### config.mk
export PLATFORM = sky130hd
export DESIGN_NAME = lfu_batch_flush_cache_flat
export DESIGN_NICKNAME = d
export VERILOG_FILES = /design/src/hw/rtl/lfubf_pkg.sv /design/src/hw/rtl/lfubf_if.sv /design/src/hw/rtl/lfubf_flush_calc.sv /design/src/hw/rtl/lfu_batch_flush_cache.sv /design/src/flat_wrapper.sv
export SDC_FILE = /design/constraint.sdc
export NUM_CORES = 2
export LEC_CHECK = 0
export CAP_MARGIN = 10
export CORE_MARGIN = 2
export CORE_UTILIZATION = 30
export DETAILED_ROUTE_END_ITERATION = 10
export DONT_BUFFER_PORTS = 1
export GPL_TIMING_DRIVEN = 0
export PLACE_DENSITY = 0.41
export RECOVER_POWER = 50
export SYNTH_ARGS = -nofsm -noshare
export SYNTH_HDL_FRONTEND = slang
export SYNTH_HIERARCHICAL = 1
export SYNTH_SLANG_ARGS = --single-unit
### constraint.sdc
create_clock -name clk -period 18.4 [get_ports clk]
set_clock_uncertainty 0.1 [all_clocks]
set_input_delay 1.84 -clock clk [delete_from_list [all_inputs] [get_ports clk]]
set_output_delay 1.84 -clock clk [all_outputs]
set_load 0.01 [all_outputs]
### src/hw/rtl/lfubf_pkg.sv
`timescale 1ns / 1ps
// shared types and constants of the lfu batch flush cache
package lfubf_pkg;

  localparam int KEY_W      = 64;
  localparam int KLEN_W     = 4;
  localparam int VAL_W      = 64;
  localparam int VLEN_W     = 16;
  localparam int OCC_W      = 5;
  localparam int CAP_W      = 5;
  localparam int PCT_W      = 7;
  localparam int CFG_IDX_W  = 2;
  localparam int CFG_DATA_W = 7;
  localparam int KEY_BYTES  = 8;

  localparam logic [PCT_W-1:0] PCT_DEFAULT = 7'd20;
  localparam logic [PCT_W-1:0] PCT_FULL    = 7'd100;

  // floor(x / 100) for x below 43690
  localparam int RECIP     = 5243;
  localparam int RECIP_SH  = 19;
  localparam int PROD_W    = CAP_W + PCT_W;
  localparam int RPROD_W   = PROD_W + 13;

  typedef enum logic [1:0] {
    REQ_SET = 2'd0,
    REQ_ADD = 2'd1,
    REQ_GET = 2'd2,
    REQ_DEL = 2'd3
  } req_t;

  typedef enum logic [1:0] {
    ST_DONE    = 2'd0,
    ST_HIT     = 2'd1,
    ST_MISS    = 2'd2,
    ST_PRESENT = 2'd3
  } status_t;

  typedef enum logic [CFG_IDX_W-1:0] {
    CFG_CAPACITY = 2'd0,
    CFG_FLUSH    = 2'd1,
    CFG_RSVD2    = 2'd2,
    CFG_RSVD3    = 2'd3
  } cfg_idx_t;

  typedef struct packed {
    logic [KEY_W-1:0]  key;
    logic [KLEN_W-1:0] klen;
    logic [VAL_W-1:0]  value;
    logic [VLEN_W-1:0] vlen;
  } lfubf_entry_t;

  function automatic logic [KEY_W-1:0] key_mask(input logic [KLEN_W-1:0] klen);
    logic [KEY_W-1:0] m;
    m = '0;
    for (int b = 0; b < KEY_BYTES; b++) begin
      if (KLEN_W'(b) < klen) m[b*8 +: 8] = 8'hff;
    end
    return m;
  endfunction

endpackage

### src/hw/rtl/lfubf_if.sv
`timescale 1ns / 1ps
// channel interfaces of the lfu batch flush cache
interface lfubf_in_if;
  logic        valid;
  logic        ready;
  logic [1:0]  req_type;
  logic [63:0] key;
  logic [3:0]  key_length;
  logic [63:0] value;
  logic [15:0] value_length;
  modport source(output valid, req_type, key, key_length, value, value_length, input ready);
  modport sink(input valid, req_type, key, key_length, value, value_length, output ready);
endinterface

interface lfubf_out_if;
  logic        valid;
  logic        ready;
  logic [1:0]  status;
  logic [63:0] value_out;
  logic [15:0] value_length_out;
  logic [4:0]  occupancy;
  modport source(output valid, status, value_out, value_length_out, occupancy, input ready);
  modport sink(input valid, status, value_out, value_length_out, occupancy, output ready);
endinterface

interface lfubf_cfg_if;
  logic       valid;
  logic       ready;
  logic [1:0] index;
  logic [6:0] data;
  modport source(output valid, index, data, input ready);
  modport sink(input valid, index, data, output ready);
endinterface

### src/hw/rtl/lfubf_flush_calc.sv
`timescale 1ns / 1ps
// eviction count and full check from capacity, eviction percentage and occupancy
module lfubf_flush_calc #(
  parameter int ENTRIES = 16
) (
  input  logic [lfubf_pkg::CAP_W-1:0]      capacity,
  input  logic [lfubf_pkg::PCT_W-1:0]      evict_pct,
  input  logic [$clog2(ENTRIES+1)-1:0]     count,
  output logic                             full,
  output logic [$clog2(ENTRIES+1)-1:0]     n
);
  import lfubf_pkg::*;

  localparam int CW = $clog2(ENTRIES + 1);
  localparam int NW = ((CW > CAP_W) ? CW : CAP_W) + 1;

  logic [CAP_W-1:0]   cap_c;
  logic [PCT_W-1:0]   pct_c;
  logic [PROD_W-1:0]  prod;
  logic [RPROD_W-1:0] rprod;
  logic [CAP_W-1:0]   q;
  logic [CAP_W-1:0]   n1;
  logic [NW-1:0]      count_x;
  logic [NW-1:0]      cap_x;
  logic [NW-1:0]      extra;
  logic [NW-1:0]      nsum;

  always_comb begin
    if (capacity == '0) cap_c = CAP_W'(1);
    else if (9'(capacity) > 9'(ENTRIES)) cap_c = CAP_W'(ENTRIES);
    else cap_c = capacity;
    if (evict_pct == '0 || evict_pct > PCT_FULL) pct_c = PCT_DEFAULT;
    else pct_c = evict_pct;
    prod    = PROD_W'(cap_c) * PROD_W'(pct_c);
    rprod   = RPROD_W'(prod) * RPROD_W'(RECIP);
    q       = CAP_W'(rprod >> RECIP_SH);
    n1      = (q == '0) ? CAP_W'(1) : q;
    count_x = NW'(count);
    cap_x   = NW'(cap_c);
    extra   = (count_x > cap_x) ? (count_x - cap_x) : '0;
    nsum    = NW'(n1) + extra;
    n       = (nsum > count_x) ? count : CW'(nsum);
    full    = (count_x >= cap_x);
  end

endmodule

### src/hw/rtl/lfu_batch_flush_cache.sv
`timescale 1ns / 1ps
// lfu batch flush cache: key/value table in synchronous memories with lfu batch eviction
// lookup scans the slots in order until the key matches or the last slot is read; a new
// key then searches for a free slot; at capacity it first evicts the n least used entries
// and subtracts the lowest remaining use count from all that stay; one item is in flight at a time
// synchronous active-low reset clears valid bits, occupancy and config (capacity 16, percent 20)
module lfu_batch_flush_cache #(
  parameter int ENTRIES    = 16,
  parameter int USAGE_BITS = 32
) (
  input logic         clk,
  input logic         rst_n,
  lfubf_in_if.sink    in_if,
  lfubf_out_if.source out_if,
  lfubf_cfg_if.sink   cfg_if
);
  import lfubf_pkg::*;

  localparam int IW = (ENTRIES > 1) ? $clog2(ENTRIES) : 1;
  localparam int CW = $clog2(ENTRIES + 1);
  localparam int UW = USAGE_BITS;

  typedef enum logic [3:0] {
    S_IDLE, S_LOOK, S_ACT, S_EV_SCAN, S_EV_CLEAR, S_EV_FLOOR, S_EV_SUB, S_FREE, S_RESP
  } state_t;

  state_t             state_r;
  logic [CAP_W-1:0]   cap_r;
  logic [PCT_W-1:0]   pct_r;
  logic [ENTRIES-1:0] valid_r;
  logic [ENTRIES-1:0] gone_r;
  logic [CW-1:0]      count_r;
  logic [IW-1:0]      idx_r;
  logic               phase_r;
  req_t               req_r;
  logic [KEY_W-1:0]   key_r;
  logic [KLEN_W-1:0]  klen_r;
  logic [VAL_W-1:0]   val_r;
  logic [VLEN_W-1:0]  vlen_r;
  logic               hit_r;
  logic [IW-1:0]      hit_idx_r;
  logic [VAL_W-1:0]   hit_val_r;
  logic [VLEN_W-1:0]  hit_vlen_r;
  logic [UW-1:0]      hit_use_r;
  logic               pick_ok_r;
  logic [IW-1:0]      pick_idx_r;
  logic [UW-1:0]      pick_use_r;
  logic [CW-1:0]      done_r;
  logic [CW-1:0]      n_r;
  logic [UW-1:0]      floor_r;
  logic               any_r;
  status_t            status_r;
  logic [VAL_W-1:0]   vout_r;
  logic [VLEN_W-1:0]  vlout_r;

  lfubf_entry_t       dmem [ENTRIES];
  logic [UW-1:0]      umem [ENTRIES];
  lfubf_entry_t       dq_r;
  logic [UW-1:0]      uq_r;

  logic               d_we;
  logic [IW-1:0]      d_addr;
  lfubf_entry_t       d_wdata;
  logic               u_we;
  logic [IW-1:0]      u_addr;
  logic [UW-1:0]      u_wdata;

  logic               ev_full;
  logic [CW-1:0]      ev_n;
  logic               last;
  logic               match;
  logic               cand;
  logic [IW-1:0]      sel_idx;
  logic [KLEN_W-1:0]  in_klen;
  logic               in_klen_ok;

  lfubf_flush_calc #(.ENTRIES(ENTRIES)) u_flush (
    .capacity (cap_r),
    .evict_pct(pct_r),
    .count    (count_r),
    .full     (ev_full),
    .n        (ev_n)
  );

  assign in_klen    = in_if.key_length;
  assign in_klen_ok = (in_klen != '0) && (in_klen <= KLEN_W'(KEY_BYTES));
  assign last       = (idx_r == IW'(ENTRIES - 1));
  assign match      = valid_r[idx_r] && (dq_r.key == key_r) && (dq_r.klen == klen_r);
  assign cand       = valid_r[idx_r] && !gone_r[idx_r] && (!pick_ok_r || uq_r < pick_use_r);
  assign sel_idx    = cand ? idx_r : pick_idx_r;

  assign in_if.ready             = (state_r == S_IDLE);
  assign cfg_if.ready            = 1'b1;
  assign out_if.valid            = (state_r == S_RESP);
  assign out_if.status           = status_r;
  assign out_if.value_out        = vout_r;
  assign out_if.value_length_out = vlout_r;
  assign out_if.occupancy        = OCC_W'(count_r);

  // memory write ports
  always_comb begin
    d_we    = 1'b0;
    d_addr  = idx_r;
    d_wdata = '{key: key_r, klen: klen_r, value: val_r, vlen: vlen_r};
    u_we    = 1'b0;
    u_addr  = idx_r;
    u_wdata = '0;
    unique case (state_r)
      S_ACT: begin
        if (req_r == REQ_SET && vlen_r != '0 && hit_r) begin
          d_we   = 1'b1;
          d_addr = hit_idx_r;
          u_we   = 1'b1;
          u_addr = hit_idx_r;
        end else if (req_r == REQ_GET && hit_r) begin
          u_we    = 1'b1;
          u_addr  = hit_idx_r;
          u_wdata = (&hit_use_r) ? hit_use_r : hit_use_r + UW'(1);
        end
      end
      S_EV_SUB: begin
        if (phase_r && valid_r[idx_r]) begin
          u_we    = 1'b1;
          u_wdata = uq_r - floor_r;
        end
      end
      S_FREE: begin
        if (!valid_r[idx_r]) begin
          d_we = 1'b1;
          u_we = 1'b1;
        end
      end
      default: ;
    endcase
  end

  always_ff @(posedge clk) begin
    if (d_we) dmem[d_addr] <= d_wdata;
    if (u_we) umem[u_addr] <= u_wdata;
    dq_r <= dmem[idx_r];
    uq_r <= umem[idx_r];
  end

  always_ff @(posedge clk) begin
    if (!rst_n) begin
      cap_r   <= CAP_W'(16);
      pct_r   <= PCT_DEFAULT;
    end else if (cfg_if.valid) begin
      if (cfg_if.index == CFG_CAPACITY) cap_r <= cfg_if.data[CAP_W-1:0];
      else if (cfg_if.index == CFG_FLUSH) pct_r <= cfg_if.data[PCT_W-1:0];
    end
  end

  always_ff @(posedge clk) begin
    if (!rst_n) begin
      state_r <= S_IDLE;
      valid_r <= '0;
      count_r <= '0;
      idx_r   <= '0;
      phase_r <= 1'b0;
    end else begin
      unique case (state_r)
        S_IDLE: begin
          if (in_if.valid) begin
            req_r   <= req_t'(in_if.req_type);
            key_r   <= in_if.key & key_mask(in_klen);
            klen_r  <= in_klen;
            val_r   <= in_if.value;
            vlen_r  <= in_if.value_length;
            hit_r   <= 1'b0;
            idx_r   <= '0;
            phase_r <= 1'b0;
            vout_r  <= '0;
            vlout_r <= '0;
            if (in_klen_ok) begin
              state_r <= S_LOOK;
            end else begin
              status_r <= ST_MISS;
              state_r  <= S_RESP;
            end
          end
        end
        S_LOOK: begin
          if (!phase_r) begin
            phase_r <= 1'b1;
          end else if (match) begin
            hit_r      <= 1'b1;
            hit_idx_r  <= idx_r;
            hit_val_r  <= dq_r.value;
            hit_vlen_r <= dq_r.vlen;
            hit_use_r  <= uq_r;
            state_r    <= S_ACT;
          end else if (last) begin
            state_r <= S_ACT;
          end else begin
            idx_r   <= idx_r + IW'(1);
            phase_r <= 1'b0;
          end
        end
        S_ACT: begin
          state_r  <= S_RESP;
          status_r <= ST_MISS;
          unique case (req_r)
            REQ_SET, REQ_ADD: begin
              if (vlen_r == '0) begin
                status_r <= ST_MISS;
              end else if (hit_r && req_r == REQ_ADD) begin
                status_r <= ST_PRESENT;
              end else if (hit_r) begin
                status_r <= ST_DONE;
              end else begin
                status_r  <= ST_DONE;
                idx_r     <= '0;
                phase_r   <= 1'b0;
                gone_r    <= '0;
                done_r    <= '0;
                pick_ok_r <= 1'b0;
                n_r       <= ev_n;
                state_r   <= ev_full ? S_EV_SCAN : S_FREE;
              end
            end
            REQ_GET: begin
              if (hit_r) begin
                status_r <= ST_HIT;
                vout_r   <= hit_val_r;
                vlout_r  <= hit_vlen_r;
              end
            end
            REQ_DEL: begin
              if (hit_r) begin
                status_r           <= ST_DONE;
                valid_r[hit_idx_r] <= 1'b0;
                count_r            <= count_r - CW'(1);
              end
            end
            default: ;
          endcase
        end
        S_EV_SCAN: begin
          if (!phase_r) begin
            phase_r <= 1'b1;
          end else begin
            phase_r <= 1'b0;
            if (cand) begin
              pick_ok_r  <= 1'b1;
              pick_idx_r <= idx_r;
              pick_use_r <= uq_r;
            end
            if (last) begin
              gone_r[sel_idx] <= 1'b1;
              done_r          <= done_r + CW'(1);
              idx_r           <= '0;
              pick_ok_r       <= 1'b0;
              if (done_r + CW'(1) == n_r) state_r <= S_EV_CLEAR;
            end else begin
              idx_r <= idx_r + IW'(1);
            end
          end
        end
        S_EV_CLEAR: begin
          valid_r <= valid_r & ~gone_r;
          count_r <= count_r - n_r;
          idx_r   <= '0;
          phase_r <= 1'b0;
          any_r   <= 1'b0;
          floor_r <= '0;
          state_r <= S_EV_FLOOR;
        end
        S_EV_FLOOR: begin
          if (!phase_r) begin
            phase_r <= 1'b1;
          end else begin
            phase_r <= 1'b0;
            if (valid_r[idx_r] && (!any_r || uq_r < floor_r)) begin
              floor_r <= uq_r;
              any_r   <= 1'b1;
            end
            if (last) begin
              idx_r   <= '0;
              state_r <= S_EV_SUB;
            end else begin
              idx_r <= idx_r + IW'(1);
            end
          end
        end
        S_EV_SUB: begin
          if (!phase_r) begin
            phase_r <= 1'b1;
          end else begin
            phase_r <= 1'b0;
            idx_r   <= last ? '0 : idx_r + IW'(1);
            if (last) state_r <= S_FREE;
          end
        end
        S_FREE: begin
          if (!valid_r[idx_r]) begin
            valid_r[idx_r] <= 1'b1;
            count_r        <= count_r + CW'(1);
            state_r        <= S_RESP;
          end else if (last) begin
            state_r <= S_RESP;
          end else begin
            idx_r <= idx_r + IW'(1);
          end
        end
        S_RESP: begin
          if (out_if.ready) state_r <= S_IDLE;
        end
        default: state_r <= S_IDLE;
      endcase
    end
  end

  a_count_bound: assert property (@(posedge clk) disable iff (!rst_n)
    32'(count_r) <= 32'(ENTRIES)) else $error("occupancy above table size");

  a_count_valid: assert property (@(posedge clk) disable iff (!rst_n)
    $countones(valid_r) == 32'(count_r)) else $error("occupancy differs from valid bits");

  a_one_side: assert property (@(posedge clk) disable iff (!rst_n)
    !(in_if.ready && out_if.valid)) else $error("input open while result pending");

  a_evict_nonzero: assert property (@(posedge clk) disable iff (!rst_n)
    (state_r == S_EV_SCAN) |-> (n_r != '0 && done_r < n_r)) else $error("bad eviction count");

endmodule
### src/flat_wrapper.sv
// flat-port wrapper written by rule: the top's interface ports become plain ports
module lfu_batch_flush_cache_flat import lfubf_pkg::*;
#(
  parameter int ENTRIES    = 16,
  parameter int USAGE_BITS = 32
)
  (clk, rst_n, in_if_valid, in_if_req_type, in_if_key, in_if_key_length, in_if_value, in_if_value_length, in_if_ready, out_if_valid, out_if_status, out_if_value_out, out_if_value_length_out, out_if_occupancy, out_if_ready, cfg_if_valid, cfg_if_index, cfg_if_data, cfg_if_ready);
  lfubf_in_if in_if_i ();
  lfubf_out_if out_if_i ();
  lfubf_cfg_if cfg_if_i ();
  input logic clk;
  input logic rst_n;
  input wire logic [$bits(in_if_i.valid)-1:0] in_if_valid;
  input wire logic [$bits(in_if_i.req_type)-1:0] in_if_req_type;
  input wire logic [$bits(in_if_i.key)-1:0] in_if_key;
  input wire logic [$bits(in_if_i.key_length)-1:0] in_if_key_length;
  input wire logic [$bits(in_if_i.value)-1:0] in_if_value;
  input wire logic [$bits(in_if_i.value_length)-1:0] in_if_value_length;
  output wire logic [$bits(in_if_i.ready)-1:0] in_if_ready;
  output wire logic [$bits(out_if_i.valid)-1:0] out_if_valid;
  output wire logic [$bits(out_if_i.status)-1:0] out_if_status;
  output wire logic [$bits(out_if_i.value_out)-1:0] out_if_value_out;
  output wire logic [$bits(out_if_i.value_length_out)-1:0] out_if_value_length_out;
  output wire logic [$bits(out_if_i.occupancy)-1:0] out_if_occupancy;
  input wire logic [$bits(out_if_i.ready)-1:0] out_if_ready;
  input wire logic [$bits(cfg_if_i.valid)-1:0] cfg_if_valid;
  input wire logic [$bits(cfg_if_i.index)-1:0] cfg_if_index;
  input wire logic [$bits(cfg_if_i.data)-1:0] cfg_if_data;
  output wire logic [$bits(cfg_if_i.ready)-1:0] cfg_if_ready;
  assign in_if_i.valid = in_if_valid;
  assign in_if_i.req_type = in_if_req_type;
  assign in_if_i.key = in_if_key;
  assign in_if_i.key_length = in_if_key_length;
  assign in_if_i.value = in_if_value;
  assign in_if_i.value_length = in_if_value_length;
  assign in_if_ready = in_if_i.ready;
  assign out_if_valid = out_if_i.valid;
  assign out_if_status = out_if_i.status;
  assign out_if_value_out = out_if_i.value_out;
  assign out_if_value_length_out = out_if_i.value_length_out;
  assign out_if_occupancy = out_if_i.occupancy;
  assign out_if_i.ready = out_if_ready;
  assign cfg_if_i.valid = cfg_if_valid;
  assign cfg_if_i.index = cfg_if_index;
  assign cfg_if_i.data = cfg_if_data;
  assign cfg_if_ready = cfg_if_i.ready;
  lfu_batch_flush_cache #(.ENTRIES(ENTRIES), .USAGE_BITS(USAGE_BITS)) u_core (.clk(clk), .rst_n(rst_n), .in_if(in_if_i), .out_if(out_if_i), .cfg_if(cfg_if_i));
endmodule
==> impl_results.md <==
* CTS tree: built
* Number of global-route vias before repair at between 70000 and 80000
* Detailed-routing iteration count for the pre-antenna-repair pass at 8
* Leakage power at a little over 50 nW
* Cell count of the worst reg-to-reg path at 47
* Die height at around 680 um
* Grt met3 use at 2.38%
* Startpoint types: flop
* Post-Syn Area at about 0.14 sq mm
* Critical path endpoint category: flop
* Finished layout cell area at approximately 0.16 sq mm
* TritonCTS Sinks at approximately 3500
* Number of antenna violations at the first check in global routing at just under 90
* Number of failing setup endpoints in the final timing report at 0
* Total clock buffers created by CTS at roughly 400
* Distinct cell type count after synthesis at 80
* Crit path time final at around 13 ns
* Clock slew seen by the registers of the worst setup and hold paths at roughly 0.060 ns
* Final GP Congestion at 0.781
* Critical path peak fanout at 10
* Area share of the largest cell type after synthesis at about 72%
* CTS Hold Bufs at 0
* Tightest slew margin relative to the limit at -31.6%
* Status: finished, violations left
* Final #Nets at between 7000 and 8000
* Row Count at approximately 250
* Post-synthesis instance total at 6495
* Sequential share of the synthesized area at between 70% and 80%
* Buffer type at the clock tree root: sky130_fd_sc_hd__clkbuf_16
* Clock latency reported for the late side of the worst-skew pair at 0.97 ns
* Post-synthesis cell type with the largest combined area: sky130_fd_sc_hd__edfxtp_1
* Area of the die at approximately 0.47 sq mm
* Met1 Resource Use GR at ~25%
* Class of the most critical setup path: flop to flop
* Core footprint at approximately 0.46 sq mm
* Routed vias/inst at 4.97
* Number of vias in the routed layout at 68200
* Synthesized area divided by synthesized cell count at roughly 21 sq um
* Global route total overflow at 0
* Setup repair after global routing missed its margin: false
* Post-synthesis register bit count at around 3500
* Setup tns final at 0 ns
* Pin count of the biggest net entering global routing at 37
* Half-perimeter wire length of the detailed placement result at 283 mm
* Aggregate routed wire length at between 400 and 500 mm
* Port-buffer cells at 0
* Worst min path class: flop to flop
* Final Cycle Share at just under 70%
* Violation count after the first detailed-route iteration at about 6000
* Average wire length per cell after detail routing at just over 30 um
* Buffers inserted by post-CTS timing repair at 0
* Proportion of layout cells with a drive suffix above 1 at approximately a quarter
* Layout filler cell count at 42400
* Violated checks: design-rule violations, max-capacitance violations, max-slew violations
* Synthesized Nets at ~7000
* Slowest CP cell: sky130_fd_sc_hd__fa_1
* Endpoint arrival time on the critical path at roughly 13 ns
* Count of pins over their slew limit at around 240
* Area after DPL at between 0.15 and 0.2 sq mm
* Number of gates resized after cts at 0
* Share of flip-flops with an asynchronous set or reset at 0%
* Aggregate global-route resource usage at 17.6%
* Initial Utilization at between 30% and 40%
* Count of final hold-check violations at 0
* Horizontal die dimension at slightly below 700 um
* Drt drc at 18
* Most Frequent Cell on Critical Path: sky130_fd_sc_hd__fa_1
* Min-Delay Path Depth at 0
* Global-route layer with the greatest usage: met2
* WP data required at 18.93 ns
* Number of levels the H-tree was split into at 5
* Highest cell delay on the worst timing path at just under 0.6 ns
* Top FF cell, synth: sky130_fd_sc_hd__edfxtp_1
* Synthesis warning total at 6
* Fmax at 78.2 MHz
* Top cells by area in the synthesized netlist: sky130_fd_sc_hd__edfxtp_1 (72%), sky130_fd_sc_hd__mux4_2 (15%), sky130_fd_sc_hd__dfxtp_1 (3.2%)
* Total power divided by cell area at approximately 120 mW/mm^2
* Worst-case clock buffer depth at 4
* Max-Cap Viols at 14
* Global Route met2 Usage at roughly 29%
* I/O pins at between 200 and 300
* Area growth from synthesis to final layout at 19.1%
* Transition time at the pin with the least slew margin at 1.97 ns
* Wire length of the first global-routing pass at around 580 mm
* Post-DRT Antenna Nets at 0
* Count of flip-flops with a built-in enable after synthesis at 3325
* Maximum VDD drop at between 0.09 and 0.1 mV
## logic make-up (layout without fill, tap and decap cells)
kind of cell,count (synthesis),after routing,synth area share [%]
AOI/OAI and AO/OA,366,366,1.74
xor gates and xnor gates,161,161,1.04
adders and majority gates,249,249,2.60
buffers and inverters,509,1561,1.39
DFF,3547,3547,75.4
muxes,939,939,15.0
other,1,14,0.00271
and+or+nand+nor,723,723,2.76
## worst max-delay path, delay by kind of cell, from the launching register on
kind / cells / cell delay (ns)
adders and majority gates: 13 / 5.39
AOI/OAI and AO/OA: 15 / 3.52
and+or+nand+nor: 9 / 2.04
buffers and inverters: 8 / 0.57
muxes: 1 / 0.39
DFF: 1 / 0.37
xor gates and xnor gates: 1 / 0.13
## flip-flops by register name, indices dropped and copies added (netlist names), 7 cells and up
signal / flops
u_core/dmem: 2368
u_core/dq_r: 148
u_core/floor_r: 32
u_core/gone_r: 16
u_core/hit_use_r: 32
u_core/hit_val_r: 64
u_core/hit_vlen_r: 16
u_core/key_r: 64
u_core/out_if.value_length_out: 16
u_core/out_if.value_out: 64
u_core/pct_r: 7
u_core/pick_use_r: 32
u_core/umem: 512
u_core/uq_r: 32
u_core/val_r: 64
u_core/valid_r: 16
u_core/vlen_r: 16
## where the power goes
group	switching (W)	internal [W]
sequential	0.000356	0.00928
combinational	0.00158	0.00131
clock	0.00327	0.00463
total	0.00521	0.0152
## final timing paths
kind | start | endpoint | slack, ns
hold reg to reg | u_core/dq_r[59] | u_core/hit_val_r[43] | 0.29
setup / recovery | u_core/pct_r[0] | u_core/n_r[4] | 5.62
hold / removal | u_core/dq_r[59] | u_core/hit_val_r[43] | 0.29
setup reg to reg | u_core/pct_r[0] | u_core/n_r[4] | 5.62
## synth_stat cells (all sizes together) (6+ instances only)
| cell | n |
|---|---|
| nand3 | 43 |
| a41oi | 9 |
| a31oi | 26 |
| mux4 | 910 |
| and3 | 104 |
| a32oi | 6 |
| o32ai | 8 |
| dfxtp | 222 |
| mux2i | 26 |
| fa | 63 |
| o22ai | 36 |
| nor2 | 166 |
| buf | 85 |
| or3 | 8 |
| nand2 | 103 |
| edfxtp | 3325 |
| and4 | 12 |
| a21oi | 90 |
| a211oi | 14 |
| nor4 | 29 |
| o21bai | 7 |
| nor3 | 40 |
| nand4 | 53 |
| a21o | 36 |
| xnor2 | 80 |
| inv | 223 |
| o21a | 17 |
| nand2b | 16 |
| xor2 | 79 |
| ha | 186 |
| o21ai | 65 |
| a21boi | 6 |
| nor2b | 73 |
| clkbuf | 201 |
| o211ai | 8 |
| and2 | 56 |
## per-layer routing
layer,vias to the layer above,wire [um]
met3,540,18700
met5,-,172
li1,28200,-
met4,26,8910
met2,1860,201000
met1,37500,188000
## placed cells by master, fill, tap and decap left out, drive strengths merged, types with 73 or more instances in the layout
cell type / count
inv: 236
clkinv: 128
nor2b: 73
buf: 346
and3: 104
xor2: 79
a21oi: 90
dfxtp: 222
nand2: 103
mux4: 910
ha: 186
xnor2: 80
clkbuf: 817
nor2: 166
edfxtp: 3325
## through the flow
stage | setup WS [ns] | util [%] | cells | total power [W] | hold WS (ns)
finish | 5.62 | 35.8 | 13700 | 0.0204 | 0.289
detailed placement | 5.57 | 33.0 | 12900 | 0.0128 | 0.289
floorplan | 7.10 | - | 6495 | 0.0115 | 0.286
global placement | -6.93 | 31.8 | 12600 | 0.0126 | 0.289
global route | 4.70 | 35.8 | 13700 | 0.0212 | 0.287
CTS | 5.51 | 35.9 | 13700 | 0.0208 | 0.277
## cell type report
cell class              count  area (sq um)  area share, %
multi-input cells        2439         32300           19.6
flip-flops and latches   3547        104000           63.3
plain buffers             286          1110          0.672
inverters                 223           837          0.508
clock inverters           175          1790           1.09
clock buffers             575         11300           6.85
diodes                     13          32.5         0.0197
repair buffers            302          5380           3.27
well taps                6149          7690           4.67
Note: power is estimated with default switching activity, not from simulation.
